[src/hw/rtl/bcc_pkg.sv]
package bcc_pkg;

    // Configuration register indexes
    localparam logic [1:0] CFG_ACTIVE_LEVEL = 2'd0;
    localparam logic [1:0] CFG_LONG_TICKS   = 2'd1;
    localparam logic [1:0] CFG_GAP_TICKS    = 2'd2;

    localparam int CFG_ADDR_BITS     = 2;
    localparam int CFG_DATA_BITS     = 16;
    localparam int THRESH_BITS       = 16;
    localparam int CLICK_TOTAL_BITS  = 8;
    localparam int EVENT_BITS        = 3;
    localparam int S_TDATA_BITS      = 8;
    localparam int M_TDATA_BITS      = 16;

    localparam int TICK_COUNT_BITS_DEF  = 16;
    localparam int CLICK_COUNT_BITS_DEF = 8;

    // Reset values of the configuration registers
    localparam logic                   ACTIVE_LEVEL_RST = 1'b0;
    localparam logic [THRESH_BITS-1:0] LONG_TICKS_RST   = 16'd100;
    localparam logic [THRESH_BITS-1:0] GAP_TICKS_RST    = 16'd20;

    localparam logic [CLICK_TOTAL_BITS-1:0] CLICK_TOTAL_MAX = 8'd255;

    typedef enum logic [EVENT_BITS-1:0] {
        EV_NONE    = 3'd0,
        EV_RELEASE = 3'd1,
        EV_LONG    = 3'd2,
        EV_SINGLE  = 3'd3,
        EV_DOUBLE  = 3'd4,
        EV_MORE    = 3'd5
    } t_event;

endpackage

[src/hw/rtl/button_click_classifier.sv]
// A result appears on the master side in the cycle after its tick is accepted.
// Throughput: one tick per cycle; the single output register refills in the cycle
// it is taken, so the slave side stalls only while a result waits unread.
// Configuration writes are never stalled: o_cfg_ready is tied high.
// Reset (synchronous, active low): configuration registers return to their defaults, the
// debouncer starts at the inactive level and the press machine at released.
module button_click_classifier #(
    parameter int TICK_COUNT_BITS  = bcc_pkg::TICK_COUNT_BITS_DEF,
    parameter int CLICK_COUNT_BITS = bcc_pkg::CLICK_COUNT_BITS_DEF
) (
    input  logic                                 i_clk,
    input  logic                                 i_rst_n,
    input  logic                                 i_cfg_valid,
    output logic                                 o_cfg_ready,
    input  logic [bcc_pkg::CFG_ADDR_BITS-1:0]    i_cfg_addr,
    input  logic [bcc_pkg::CFG_DATA_BITS-1:0]    i_cfg_data,
    input  logic                                 i_s_axis_tvalid,
    output logic                                 o_s_axis_tready,
    input  logic [bcc_pkg::S_TDATA_BITS-1:0]     i_s_axis_tdata,  // [0] pin_level
    output logic                                 o_m_axis_tvalid,
    input  logic                                 i_m_axis_tready,
    output logic [bcc_pkg::M_TDATA_BITS-1:0]     o_m_axis_tdata   // [2:0] event_code,
                                                                  // [10:3] click_total
);

    localparam int TOT_W = (CLICK_COUNT_BITS > bcc_pkg::CLICK_TOTAL_BITS) ?
                           CLICK_COUNT_BITS : bcc_pkg::CLICK_TOTAL_BITS;

    logic                                    r_active_level;
    logic [bcc_pkg::THRESH_BITS-1:0]         r_long_ticks;
    logic [bcc_pkg::THRESH_BITS-1:0]         r_gap_ticks;
    logic                                    r_out_valid;
    bcc_pkg::t_event                         r_event;
    logic [bcc_pkg::CLICK_TOTAL_BITS-1:0]    r_total;

    logic                                    in_accept;
    logic                                    clean;
    logic                                    down;
    bcc_pkg::t_event                         event_code;
    logic [CLICK_COUNT_BITS-1:0]             clicks;
    logic [TOT_W-1:0]                        click_ext;
    logic [bcc_pkg::CLICK_TOTAL_BITS-1:0]    n_total;

    assign o_cfg_ready     = 1'b1;
    assign o_s_axis_tready = !r_out_valid || i_m_axis_tready;
    assign in_accept       = i_s_axis_tvalid && o_s_axis_tready;

    always_ff @(posedge i_clk) begin
        if (!i_rst_n) begin
            r_active_level <= bcc_pkg::ACTIVE_LEVEL_RST;
            r_long_ticks   <= bcc_pkg::LONG_TICKS_RST;
            r_gap_ticks    <= bcc_pkg::GAP_TICKS_RST;
        end else if (i_cfg_valid) begin
            case (i_cfg_addr)
                bcc_pkg::CFG_ACTIVE_LEVEL: r_active_level <= i_cfg_data[0];
                bcc_pkg::CFG_LONG_TICKS:   r_long_ticks   <= i_cfg_data;
                bcc_pkg::CFG_GAP_TICKS:    r_gap_ticks    <= i_cfg_data;
                default: ;
            endcase
        end
    end

    bcc_debounce u_debounce (
        .i_clk    (i_clk),
        .i_rst_n  (i_rst_n),
        .i_accept (in_accept),
        .i_sample (i_s_axis_tdata[0]),
        .o_clean  (clean)
    );

    assign down = (clean == r_active_level);

    bcc_fsm #(
        .TICK_COUNT_BITS  (TICK_COUNT_BITS),
        .CLICK_COUNT_BITS (CLICK_COUNT_BITS)
    ) u_fsm (
        .i_clk        (i_clk),
        .i_rst_n      (i_rst_n),
        .i_accept     (in_accept),
        .i_down       (down),
        .i_long_ticks (r_long_ticks),
        .i_gap_ticks  (r_gap_ticks),
        .o_event      (event_code),
        .o_clicks     (clicks)
    );

    // Clamp the click count to the reported range
    assign click_ext = TOT_W'(clicks);
    assign n_total   = (click_ext > TOT_W'(bcc_pkg::CLICK_TOTAL_MAX)) ?
                       bcc_pkg::CLICK_TOTAL_MAX : click_ext[bcc_pkg::CLICK_TOTAL_BITS-1:0];

    always_ff @(posedge i_clk) begin
        if (!i_rst_n) begin
            r_out_valid <= 1'b0;
        end else if (in_accept) begin
            r_out_valid <= 1'b1;
        end else if (i_m_axis_tready) begin
            r_out_valid <= 1'b0;
        end
    end

    always_ff @(posedge i_clk) begin
        if (in_accept) begin
            r_event <= event_code;
            r_total <= n_total;
        end
    end

    assign o_m_axis_tvalid = r_out_valid;
    assign o_m_axis_tdata  = {
        {(bcc_pkg::M_TDATA_BITS - bcc_pkg::CLICK_TOTAL_BITS - bcc_pkg::EVENT_BITS){1'b0}},
        r_total,
        r_event
    };

`ifndef ASSERT_OFF
    a_accept_gives_result: assert property (@(posedge i_clk) disable iff (!i_rst_n)
        in_accept |=> o_m_axis_tvalid)
        else $error("accepted tick produced no result");

    a_long_single_click: assert property (@(posedge i_clk) disable iff (!i_rst_n)
        (o_m_axis_tvalid && (r_event == bcc_pkg::EV_LONG)) |-> (r_total == 8'd1))
        else $error("long click reported with click count other than one");

    a_double_two_clicks: assert property (@(posedge i_clk) disable iff (!i_rst_n)
        (o_m_axis_tvalid && (r_event == bcc_pkg::EV_DOUBLE)) |-> (r_total == 8'd2))
        else $error("double click reported with click count other than two");
`endif

endmodule

[src/hw/rtl/bcc_debounce.sv]
module bcc_debounce (
    input  logic i_clk,
    input  logic i_rst_n,
    input  logic i_accept,
    input  logic i_sample,
    output logic o_clean
);

    logic r_last;
    logic r_clean;
    logic n_clean;

    // Take the new level only after two equal samples in a row
    assign n_clean = (i_sample == r_last) ? i_sample : r_clean;
    assign o_clean = n_clean;

    always_ff @(posedge i_clk) begin
        if (!i_rst_n) begin
            r_last  <= ~bcc_pkg::ACTIVE_LEVEL_RST;
            r_clean <= ~bcc_pkg::ACTIVE_LEVEL_RST;
        end else if (i_accept) begin
            r_last  <= i_sample;
            r_clean <= n_clean;
        end
    end

endmodule

[src/hw/rtl/bcc_fsm.sv]
module bcc_fsm #(
    parameter int TICK_COUNT_BITS  = bcc_pkg::TICK_COUNT_BITS_DEF,
    parameter int CLICK_COUNT_BITS = bcc_pkg::CLICK_COUNT_BITS_DEF
) (
    input  logic                                i_clk,
    input  logic                                i_rst_n,
    input  logic                                i_accept,
    input  logic                                i_down,
    input  logic [bcc_pkg::THRESH_BITS-1:0]     i_long_ticks,
    input  logic [bcc_pkg::THRESH_BITS-1:0]     i_gap_ticks,
    output bcc_pkg::t_event                     o_event,
    output logic [CLICK_COUNT_BITS-1:0]         o_clicks
);

    localparam int CMP_W = (TICK_COUNT_BITS > bcc_pkg::THRESH_BITS) ?
                           TICK_COUNT_BITS : bcc_pkg::THRESH_BITS;

    typedef enum logic [2:0] {
        PH_RELEASED      = 3'd0,
        PH_PRESSED       = 3'd1,
        PH_WAITING       = 3'd2,
        PH_PRESSED_AGAIN = 3'd3,
        PH_HELD          = 3'd4
    } t_phase;

    t_phase                        r_phase;
    t_phase                        n_phase;
    logic [TICK_COUNT_BITS-1:0]    r_tick;
    logic [TICK_COUNT_BITS-1:0]    n_tick;
    logic [CLICK_COUNT_BITS-1:0]   r_click;
    logic [CLICK_COUNT_BITS-1:0]   n_click;
    logic [TICK_COUNT_BITS-1:0]    tick_inc;
    logic [CLICK_COUNT_BITS-1:0]   click_inc;
    logic                          long_hit;
    logic                          gap_hit;
    bcc_pkg::t_event               click_ev;

    // Saturating counters: a threshold above the counter range is never reached
    assign tick_inc  = (r_tick == '1) ? r_tick : r_tick + TICK_COUNT_BITS'(1);
    assign click_inc = (r_click == '1) ? r_click : r_click + CLICK_COUNT_BITS'(1);
    assign long_hit  = CMP_W'(tick_inc) >= CMP_W'(i_long_ticks);
    assign gap_hit   = CMP_W'(tick_inc) >= CMP_W'(i_gap_ticks);

    always_comb begin
        if (r_click == '0) begin
            click_ev = bcc_pkg::EV_NONE;
        end else if (r_click == CLICK_COUNT_BITS'(1)) begin
            click_ev = bcc_pkg::EV_SINGLE;
        end else if (r_click == CLICK_COUNT_BITS'(2)) begin
            click_ev = bcc_pkg::EV_DOUBLE;
        end else begin
            click_ev = bcc_pkg::EV_MORE;
        end
    end

    always_comb begin
        n_phase = r_phase;
        n_tick  = r_tick;
        n_click = r_click;
        o_event = bcc_pkg::EV_NONE;
        case (r_phase)
            PH_PRESSED, PH_PRESSED_AGAIN: begin
                if (!i_down) begin
                    o_event = bcc_pkg::EV_RELEASE;
                    n_tick  = '0;
                    n_phase = PH_WAITING;
                end else begin
                    n_tick = tick_inc;
                    if ((r_phase == PH_PRESSED) ? long_hit : gap_hit) begin
                        o_event = (r_phase == PH_PRESSED) ? bcc_pkg::EV_LONG : click_ev;
                        n_tick  = '0;
                        n_phase = PH_HELD;
                    end
                end
            end
            PH_WAITING: begin
                if (!i_down) begin
                    n_tick = tick_inc;
                    if (gap_hit) begin
                        o_event = click_ev;
                        n_tick  = '0;
                        n_phase = PH_RELEASED;
                    end
                end else begin
                    n_tick  = '0;
                    n_click = click_inc;
                    n_phase = PH_PRESSED_AGAIN;
                end
            end
            PH_HELD: begin
                if (!i_down) begin
                    o_event = bcc_pkg::EV_RELEASE;
                    n_phase = PH_RELEASED;
                end
            end
            default: begin
                n_phase = PH_RELEASED;
                if (i_down) begin
                    n_tick  = '0;
                    n_click = CLICK_COUNT_BITS'(1);
                    n_phase = PH_PRESSED;
                end
            end
        endcase
    end

    assign o_clicks = n_click;

    always_ff @(posedge i_clk) begin
        if (!i_rst_n) begin
            r_phase <= PH_RELEASED;
            r_tick  <= '0;
            r_click <= '0;
        end else if (i_accept) begin
            r_phase <= n_phase;
            r_tick  <= n_tick;
            r_click <= n_click;
        end
    end

endmodule

[config.mk]
export PLATFORM = sky130hd
export DESIGN_NAME = button_click_classifier
export DESIGN_NICKNAME = d
export VERILOG_FILES = /design/src/hw/rtl/bcc_pkg.sv /design/src/hw/rtl/button_click_classifier.sv /design/src/hw/rtl/bcc_debounce.sv /design/src/hw/rtl/bcc_fsm.sv
export SDC_FILE = /design/constraint.sdc
export NUM_CORES = 1
export LEC_CHECK = 0
export ABC_AREA = 1
export BUFFER_PORTS_ARGS = -buffer_cell sky130_fd_sc_hd__buf_4
export CAP_MARGIN = 15
export CORE_AREA = 2 2 93 95
export DETAILED_ROUTE_END_ITERATION = 12
export DIE_AREA = 0 0 95 97
export PLACE_DENSITY = 0.8
export SLEW_MARGIN = 30
export SYNTH_ARGS = -nofsm -noshare
export SYNTH_HDL_FRONTEND = slang
export SYNTH_HIERARCHICAL = 1
export SYNTH_SLANG_ARGS = --single-unit
[constraint.sdc]
create_clock -name i_clk -period 8.7 [get_ports i_clk]
set_input_delay 0.87 -clock i_clk [delete_from_list [all_inputs] [get_ports i_clk]]
set_output_delay 0.87 -clock i_clk [all_outputs]
set_load 0.1 [all_outputs]
[Word-level counts from Yosys, hierarchy flattened]
Cells that the tools add are included.
Widths: inputs -> output; s select.
Word-level totals
  register bits after elaboration: 74
  input port bits: 31
Operators by class
  add/sub/neg operators: 2
  magnitude comparators: 3
  equal/unequal tests: 15
  multiplexer cells: 32
  bitwise logic cells: 1
  reduce and logical (&&, ||, !) cells: 14
Operators with widths (number)
  $mux 16: 6
  $pmux 16 s3: 1
  $mux 3: 12
  $ge 16x16->1: 2
  $mux 8: 3
  $pmux 3 s3: 2
  $add 16x1->16 const B: 1
  $eq 16x16->1 const B: 1
  $pmux 8 s2: 1
  $add 8x1->8 const B: 1
  $eq 8x1->1 const B: 1
  $eq 8x2->1 const B: 1
  $eq 8x8->1 const B: 1
  $gt 8x8->1 const B: 1
  $logic_not 8->1: 1
  $mux 1: 7
  $eq 3x2->1 const B: 2
  $reduce_and 2->1: 3
  $reduce_and 4->1: 1
  $eq 3x1->1 const B: 1
  $eq 3x3->1 const B: 1
  $ne 3x1->1 const B: 1
  $ne 3x3->1 const B: 1
  $reduce_and 3->1: 1
  other kinds (13): 14

[Depth between registers and ports, before layout]
Gate-level depths: netlist of run 1.
  depth in word-level cells: 8
  gate-level depth with buffers: 23
  mapped depth without buffers: 23

[Hierarchy]
The synthesis of run 1 kept the hierarchy.
By module, submodules not included
  bcc_fsm: times used 1, cells each 487, area each 2957.8 um^2, sequential area each 540.5 um^2
  button_click_classifier: times used 1, cells each 233, area each 1779.2 um^2, sequential area each 1011.0 um^2
  bcc_debounce: times used 1, cells each 16, area each 98.8 um^2, sequential area each 40.0 um^2

[Worst setup path after synthesis of run 1]
OpenSTA, ideal clock, no wires.
  path type: register to register
  start point: reg u_fsm.r_tick[0]
  end point: reg u_fsm.r_tick[0]
  arrival: 2955 ps
  path slack: 5610 ps
  cell stages (with the launch flop): 24
  buffers on the path: 1
  period minus slack after synthesis: 3090 ps
  cell sequence: dfxtp_1 > ha_1 > nand2_1 > nor2_2 > nand3_1 > nor2_4 > clkinv_1 > o21ai_0 > inv_1 > ha_1 > inv_1 > o21bai_1 > nand2_1 > nand2_1 > nand2_1 > nand2_1 > nand2_1 > nand2_1 > nand2_1 > nand2_1 > nand2_2 > buf_4 > nand2_1 > a21oi_2
Between the ends
  word-level cells in the longest chain between the ends: 7
  elaborated cells on any way between the ends: 11
Ends and longest elaborated chain
  from (decl): line bcc_fsm.sv:28  | logic [TICK_COUNT_BITS-1:0] r_tick;
  from (signal assigned): line bcc_fsm.sv:116  | r_tick <= n_tick;
  $add 16x1->16 / $eq 16x16->1 (equally long branches): line bcc_fsm.sv:39  | assign tick_inc = (r_tick == '1) ? r_tick : r_tick + TICK_COUNT_BITS'(1);
  $mux 16 *: line bcc_fsm.sv:39
  $ge 16x16->1 (on tied branches): line bcc_fsm.sv:42, bcc_fsm.sv:41
  $mux 1: line bcc_fsm.sv:69  | if ((r_phase == PH_PRESSED) ? long_hit : gap_hit) begin
  $mux 16: line bcc_fsm.sv:69
  $mux 16: line bcc_fsm.sv:63  | if (!i_down) begin
  $pmux 16 s3 *: line bcc_fsm.sv:61  | case (r_phase)
Every way passes the cells marked *; elsewhere a longest branch is shown, timed or not.
A chain may end at the register's enable or synchronous reset.

[Worst setup path after layout of run 1]
  start point: reg u_fsm.r_tick[0]
  end point: reg u_fsm.r_tick[6]
Same word-level chain as after synthesis.

==> implementation parameters, run 1 <==
Parameter                              Value

Critical path
  Cell at the slowest stage of the critical path    dfxtp_1
  Critical Path Sink Type    flop
  Largest fanout of any net on the critical path    17
  Cell repeated most along the worst path    nand2_1
  Critical path, cell by cell    ha_1 -> nand2_1 -> nor2_2 -> nand3_1 -> nor2_4 -> clkinv_1 -> o21ai_0 -> inv_1 -> ha_1 -> nand2_1 -> nand2_1 -> nand2_1 -> nand2_1 -> nand2_1 -> nand2_1 -> nand2_1 -> nand3_1 -> nand2_1 -> nand2_1 -> nand2_2 -> nand2_1 -> a21oi_2
  Category of the critical setup timing path    flop to flop
  Critical path startpoint category    flop
  Buffers plus inverters on the worst setup path    2
  Crit path DAT    4.44 ns
  Delay contributed by the slowest stage of the critical path    0.47 ns
  Cell class contributing the biggest share of worst-path delay    simple AND/OR/NAND/NOR gates
  Required time at the worst-slack endpoint    8.97 ns

CTS
  Count of cells resized by post-cts repair    0
  Clock tree sinks    74
  CTS tree    done
  Max Root-Sink Buffers    2
  Number of buffers inserted by post-CTS setup repair    0
  H-Tree Depth    3
  Source-to-sink clock delay at the later pin of the worst-skew pair    0.35 ns
  Clock tree root buffer cell    clkbuf_8
  TritonCTS buffer count    9
  Hold_buf cts    0
  Register clock-pin slew on the reported worst setup and hold paths    0.08 ns

Synthesis
  Area share of fa/ha/maj cells after synthesis    0.0957
  Synth Area per Inst    6.57 µm²
  Mapped cell area    4840 µm²
  Simple logic cell fraction of the synthesized area    0.309
  Count of synthesis-stage warnings from yosys    6
  Multiplexer share of the synthesized area    0
  Cell types with the largest area share after synthesis    dfxtp_1, nand2_1, inv_1
  Largest area contributor in the synthesized netlist    dfxtp_1
  Portion of synthesized cell area occupied by the leading cell type    0.261
  Synthesized-area fraction occupied by xor and xnor cells    0.0272
  Synthesis-stage register bit count    74
  Synth unique cells    38
  Post-Synthesis Cells    736
  Fraction of the mapped netlist area in compound gates    0.101
  Dominant combinational cell family by area after synthesis    simple AND/OR/NAND/NOR gates
  Sequential cell area fraction in the yosys report    0.329

STA
  Upper clock frequency limit    240 MHz
  Number of setup violations in the final report    0
  Setup repair after global routing missed its margin    no
  Period utilization    0.480
  Sum of negative setup slack    0 ns
  Worst Max-Slew Pin Slew    0.878 ns
  Final Skew    0.00948 ns
  Number of hold-slack violations in the final timing report    0
  Worst slew slack as a fraction of its limit    0.414
  Final Hold Slack    0.477 ns
  Post-layout minimum cycle time    4.18 ns
  Max Transition Viols Final    0

Die
  Row count    33
  CORE AREA    8130 µm²
  Die footprint    9220 µm²
  Die height    97 µm
  Initial cell density of the core    0.595
  IO Count    50
  Width of the die    95 µm

Global route
  Overall routing resource usage    0.247
  Wire length of the first global-routing pass    18,600 µm
  Overflow left after global routing    0
  Vias in the first global route    4,238
  Number of antenna violations at the first check in global routing    0
  Maximum number of pins on one net before global-route repair    41

Power and ir drop
  Leakage power of the design    0.00276 µW
  Maximum vdd drop    84.2 µV
  Power per standard cell area    161 nW/µm²

Place
  Half-perimeter wire length of the detailed placement result    7610 µm
  Count of buffers from port buffering    36
  RD Place Congestion    0.921
  # placed instances    857

Layout
  Layout fillers    702
  Final core utilization    0.655
  FF/Latch Area    1590 µm²
  Nets    831
  Total area of multi-input combinational cells    2620 µm²
  Post-Layout Cell Count    873
  Fraction of final layout cells sized beyond drive strength 1    0.0964
  Area growth from synthesis to layout    10.2%
  Diodes inserted    0

Detailed routing
  Antenna Violating Nets Remaining    0
  Detailed-route DRC error count    0
  Wirelength per Cell    12.0 µm
  Total length of routed wires    10,400 µm
  1st-pass router iterations    4
  Via total after detailed routing    4,430
  Detailed router's first-iteration violation count    242
  Vias per Instance    5.07

Run status
  Outcome    finished, final reports clean

Run
  Maximum Capacitance Violations    0

Min path
  Worst min path class    flop to flop
## cells by family after synthesis
group	count (synthesis)
other	2
xor gates and xnor gates	15
adders and majority gates	37
DFF	74
buffers and inverters	159
AOI/OAI and AO/OA	86
and+or+nand+nor	363
## power by group
group          switching [µW]  internal, µW
Sequential               11.6           367
Clock                     131           162
Combinational             137          48.1
Total                     279           577
## final timing paths
| check | endpoint | start | slack [ns] | cells past startpoint |
|---|---|---|---|---|
| setup / recovery | u_fsm/r_tick[6] | u_fsm/r_tick[0] | 4.52 | 22 |
| hold / removal | r_long_ticks[5] | r_long_ticks[5] | 0.48 | 2 |
| setup reg to reg | u_fsm/r_tick[6] | u_fsm/r_tick[0] | 4.52 | 22 |
| hold reg to reg | r_long_ticks[5] | r_long_ticks[5] | 0.48 | 2 |
## layout by cell type (no fill, tap or decap), drive strengths merged
| cell type | synthesis | final |
|---|---|---|
| edfxtp | 11 | 11 |
| buf | 18 | 37 |
| clkbuf | 7 | 11 |
| nand2 | 203 | 203 |
| clkinv | 1 | 3 |
| ha | 37 | 37 |
| xnor2 | 2 | 2 |
| o311ai | 1 | 1 |
| nand4 | 10 | 10 |
| xor2 | 13 | 13 |
| o32ai | 1 | 1 |
| bufinv | 0 | 2 |
| or2 | 4 | 4 |
| conb | 2 | 6 |
| nand3 | 32 | 32 |
| nor3 | 6 | 6 |
| nor2 | 106 | 106 |
| o221ai | 1 | 1 |
| and2 | 1 | 1 |
| nor4 | 1 | 1 |
| o21ai | 25 | 25 |
| o21bai | 3 | 3 |
| dfxtp | 63 | 63 |
| a21oi | 50 | 50 |
| o22ai | 1 | 1 |
| inv | 133 | 134 |
| a21boi | 1 | 1 |
| o211ai | 3 | 3 |
## flip-flops by register name, summed over array words and instances (netlist names), 3 cells and up
signal	cells
r_event	3
r_gap_ticks	16
r_long_ticks	16
r_total	8
u_fsm/r_click	8
u_fsm/r_phase	3
u_fsm/r_tick	16
## layout make-up
class	count	share of cell area
Multi-Input combinational cell	507	0.491
Clock buffer	11	0.0247
Inverter	134	0.0944
Tap cell	105	0.0247
Timing Repair Buffer	37	0.0521
Clock inverter	5	0.0146
Sequential cell	74	0.299
## synth_stat cells (all sizes together)
cell / count
nor4: 1
dfxtp: 63
conb: 2
nand2: 203
or2: 4
and2: 1
ha: 37
nand3: 32
a21boi: 1
buf: 18
o32ai: 1
o311ai: 1
clkinv: 1
nor2: 106
o22ai: 1
o221ai: 1
inv: 133
o21bai: 3
o21ai: 25
nand4: 10
clkbuf: 7
o211ai: 3
xnor2: 2
edfxtp: 11
nor3: 6
a21oi: 50
xor2: 13
## through the flow
step | cell area (µm²) | power [µW] | setup slack (ns)
global placement | 5110 | 564 | 4.76
detailed placement | 5120 | 569 | 4.69
finish | 5330 | 856 | 4.52
floorplan | 4850 | 530 | 5.61
global route | 5330 | 897 | 4.08
CTS | 5330 | 859 | 4.57
## metal layers
| metal | track usage | vias to the layer above | part of all wire |
|---|---|---|---|
| met5 | 0 | - | 0 |
| met4 | 0.0847 | 0 | 0.016 |
| met3 | 0.0452 | 18 | 0.044 |
| met2 | 0.394 | 105 | 0.47 |
| met1 | 0.334 | 1992 | 0.47 |
| li1 | - | 2315 | - |
## worst min-delay path, cell delays in order, from the launching register on
cell	delay, ns
dfxtp_1	0.33
nand2_1	0.05
nand3_1	0.07
Note: power is estimated with default switching activity, not from simulation.
==> inputs of run 2 (changes only) <==
clock period = 4.1 ns   (was 8.7 ns; I/O delays follow)
==> run 2 against run 1 <==
Utilization increased by 0.15 points. Final cell count increased by 0.23%. Clock power increased by 100%. Non-clock buffer count increased by 2.
==> implementation parameters, run 2 (synthesized netlist as in run 1, its figures left out) <==
Parameter                              Value

Run status
  Outcome    finished, final reports clean

Min path
  Worst hold path cell count    3
  Worst min path class    input pin to flop

STA
  Max Transition Viols Final    0
  Final Skew    0.0139 ns
  Number of hold-slack violations in the final timing report    0
  Setup repair after global routing missed its margin    no
  Setup WS post-layout    0.435 ns
  Period utilization    0.894
  Sum of negative setup slack    0 ns
  Post-layout minimum cycle time    3.67 ns
  Worst Max-Slew Pin Slew    0.846 ns
  Upper clock frequency limit    273 MHz
  Number of setup violations in the final report    0
  Worst slew slack as a fraction of its limit    0.435

Place
  Half-perimeter wire length of the detailed placement result    7450 µm
  RD Place Congestion    0.929
  Area post-placement    5130 µm²
  Worst slack at placement    0.512 ns
  Count of buffers from port buffering    36

Detailed routing
  1st-pass router iterations    4
  Via total after detailed routing    4,427
  Total length of routed wires    10,300 µm
  Detailed-route DRC error count    0
  Detailed router's first-iteration violation count    253
  Antenna Violating Nets Remaining    0
  Wirelength per Cell    11.7 µm
  Vias per Instance    5.06

Layout
  Total area of multi-input combinational cells    2620 µm²
  Area growth from synthesis to layout    10.4%
  FF/Latch Area    1590 µm²
  Fraction of final layout cells sized beyond drive strength 1    0.101
  Final design instance area without fill    5340 µm²
  Most frequent standard cell in the layout excluding fill and tap cells    nand2_1
  Diodes inserted    0
  Largest registers ranked by flip-flop count    r_gap_ticks (16), r_long_ticks (16), u_fsm/r_tick (16)
  Nets    833
  Commonest cells after routing, fill and taps aside    nand2_1, inv_1, nor2_1, dfxtp_1, a21oi_1
  Layout fillers    717

CTS
  Number of buffers inserted by post-CTS setup repair    0
  H-Tree Depth    3
  CTS tree    done
  Count of cells resized by post-cts repair    0
  TritonCTS buffer count    9
  Clock tree root buffer cell    clkbuf_8
  Max Root-Sink Buffers    2
  Clock tree sinks    74
  Hold_buf cts    0
  Source-to-sink clock delay at the later pin of the worst-skew pair    0.35 ns
  Register clock-pin slew on the reported worst setup and hold paths    0.08 ns

Global route
  Wire length of the first global-routing pass    17,900 µm
  Overall routing resource usage    0.239
  Number of antenna violations at the first check in global routing    0
  Maximum number of pins on one net before global-route repair    41
  Overflow left after global routing    0
  Vias in the first global route    4,132

Die
  IO Count    50
  Die height    97 µm
  Width of the die    95 µm
  CORE AREA    8130 µm²
  Initial cell density of the core    0.595
  Row count    33
  Die footprint    9220 µm²

Critical path
  Largest fanout of any net on the critical path    16
  Depth of the worst register-to-register path    22
  Category of the critical setup timing path    flop to flop
  Critical path startpoint category    flop
  Required time at the worst-slack endpoint    4.37 ns
  Critical Path Sink Type    flop
  Crit path DAT    3.94 ns

Run
  Maximum Capacitance Violations    0

Power and ir drop
  Power per standard cell area    335 nW/µm²
  Leakage power of the design    0.00277 µW
  Total design power    1790 µW
  Maximum vdd drop    198 µV
-- run 2: power breakdown --
group	total (µW)	internal, µW	leakage [µW]	switching, µW
clock	594	315	0.000103	279
combinational	393	104	0.00204	289
sequential	803	779	0.000626	24.5
-- run 2: worst max-delay path, stage by stage, from the launching register on --
cell	delay [ns]
dfxtp_1	0.47
ha_1	0.23
nand2_1	0.09
nor2_2	0.22
nand3_1	0.19
nor2_4	0.26
clkinv_1	0.12
o21ai_0	0.25
inv_1	0.12
ha_1	0.31
nand2_1	0.08
nand2_1	0.05
nand2_1	0.06
nand2_1	0.06
nand2_1	0.06
nand2_1	0.07
nand2_1	0.10
nand3_1	0.07
nand2_1	0.09
nand2_1	0.13
nand2_2	0.29
nand2_1	0.12
a21oi_2	0.13
-- run 2: layout make-up --
class / instances / share of cell area
clock buffers: 12 / 0.0291
clock inverters: 4 / 0.00961
inverters: 134 / 0.0942
multi-input cells: 507 / 0.490
flip-flops and latches: 74 / 0.298
well taps: 105 / 0.0246
repair buffers: 39 / 0.0548
-- run 2: worst paths after layout --
| path | from | to | slack (ns) |
|---|---|---|---|
| worst max-delay path | u_fsm/r_tick[0] | u_fsm/r_tick[8] | 0.43 |
| worst min-delay path | i_cfg_data[6] | r_long_ticks[6] | 0.27 |
| worst max register to register | u_fsm/r_tick[0] | u_fsm/r_tick[8] | 0.43 |
| worst min register to register | u_debounce/r_last | u_debounce/r_last | 0.48 |
-- run 2: layer usage --
layer / GRT usage / part of all wire / up-vias
met4: 0.0591 / 0.012 / 0
met5: 0 / 0 / -
met3: 0.0522 / 0.046 / 14
met2: 0.390 / 0.46 / 118
met1: 0.319 / 0.48 / 1982
li1: - / - / 2313
-- run 2: through the flow --
| step | util | hold slack (ns) | std cells |
|---|---|---|---|
| after floorplan | - | 0.442 | 740 |
| after global placement | 0.630 | 0.455 | 859 |
| after detailed placement | 0.631 | 0.462 | 859 |
| after CTS | 0.657 | 0.256 | 875 |
| after global routing | 0.657 | 0.255 | 875 |
| final | 0.657 | 0.268 | 875 |
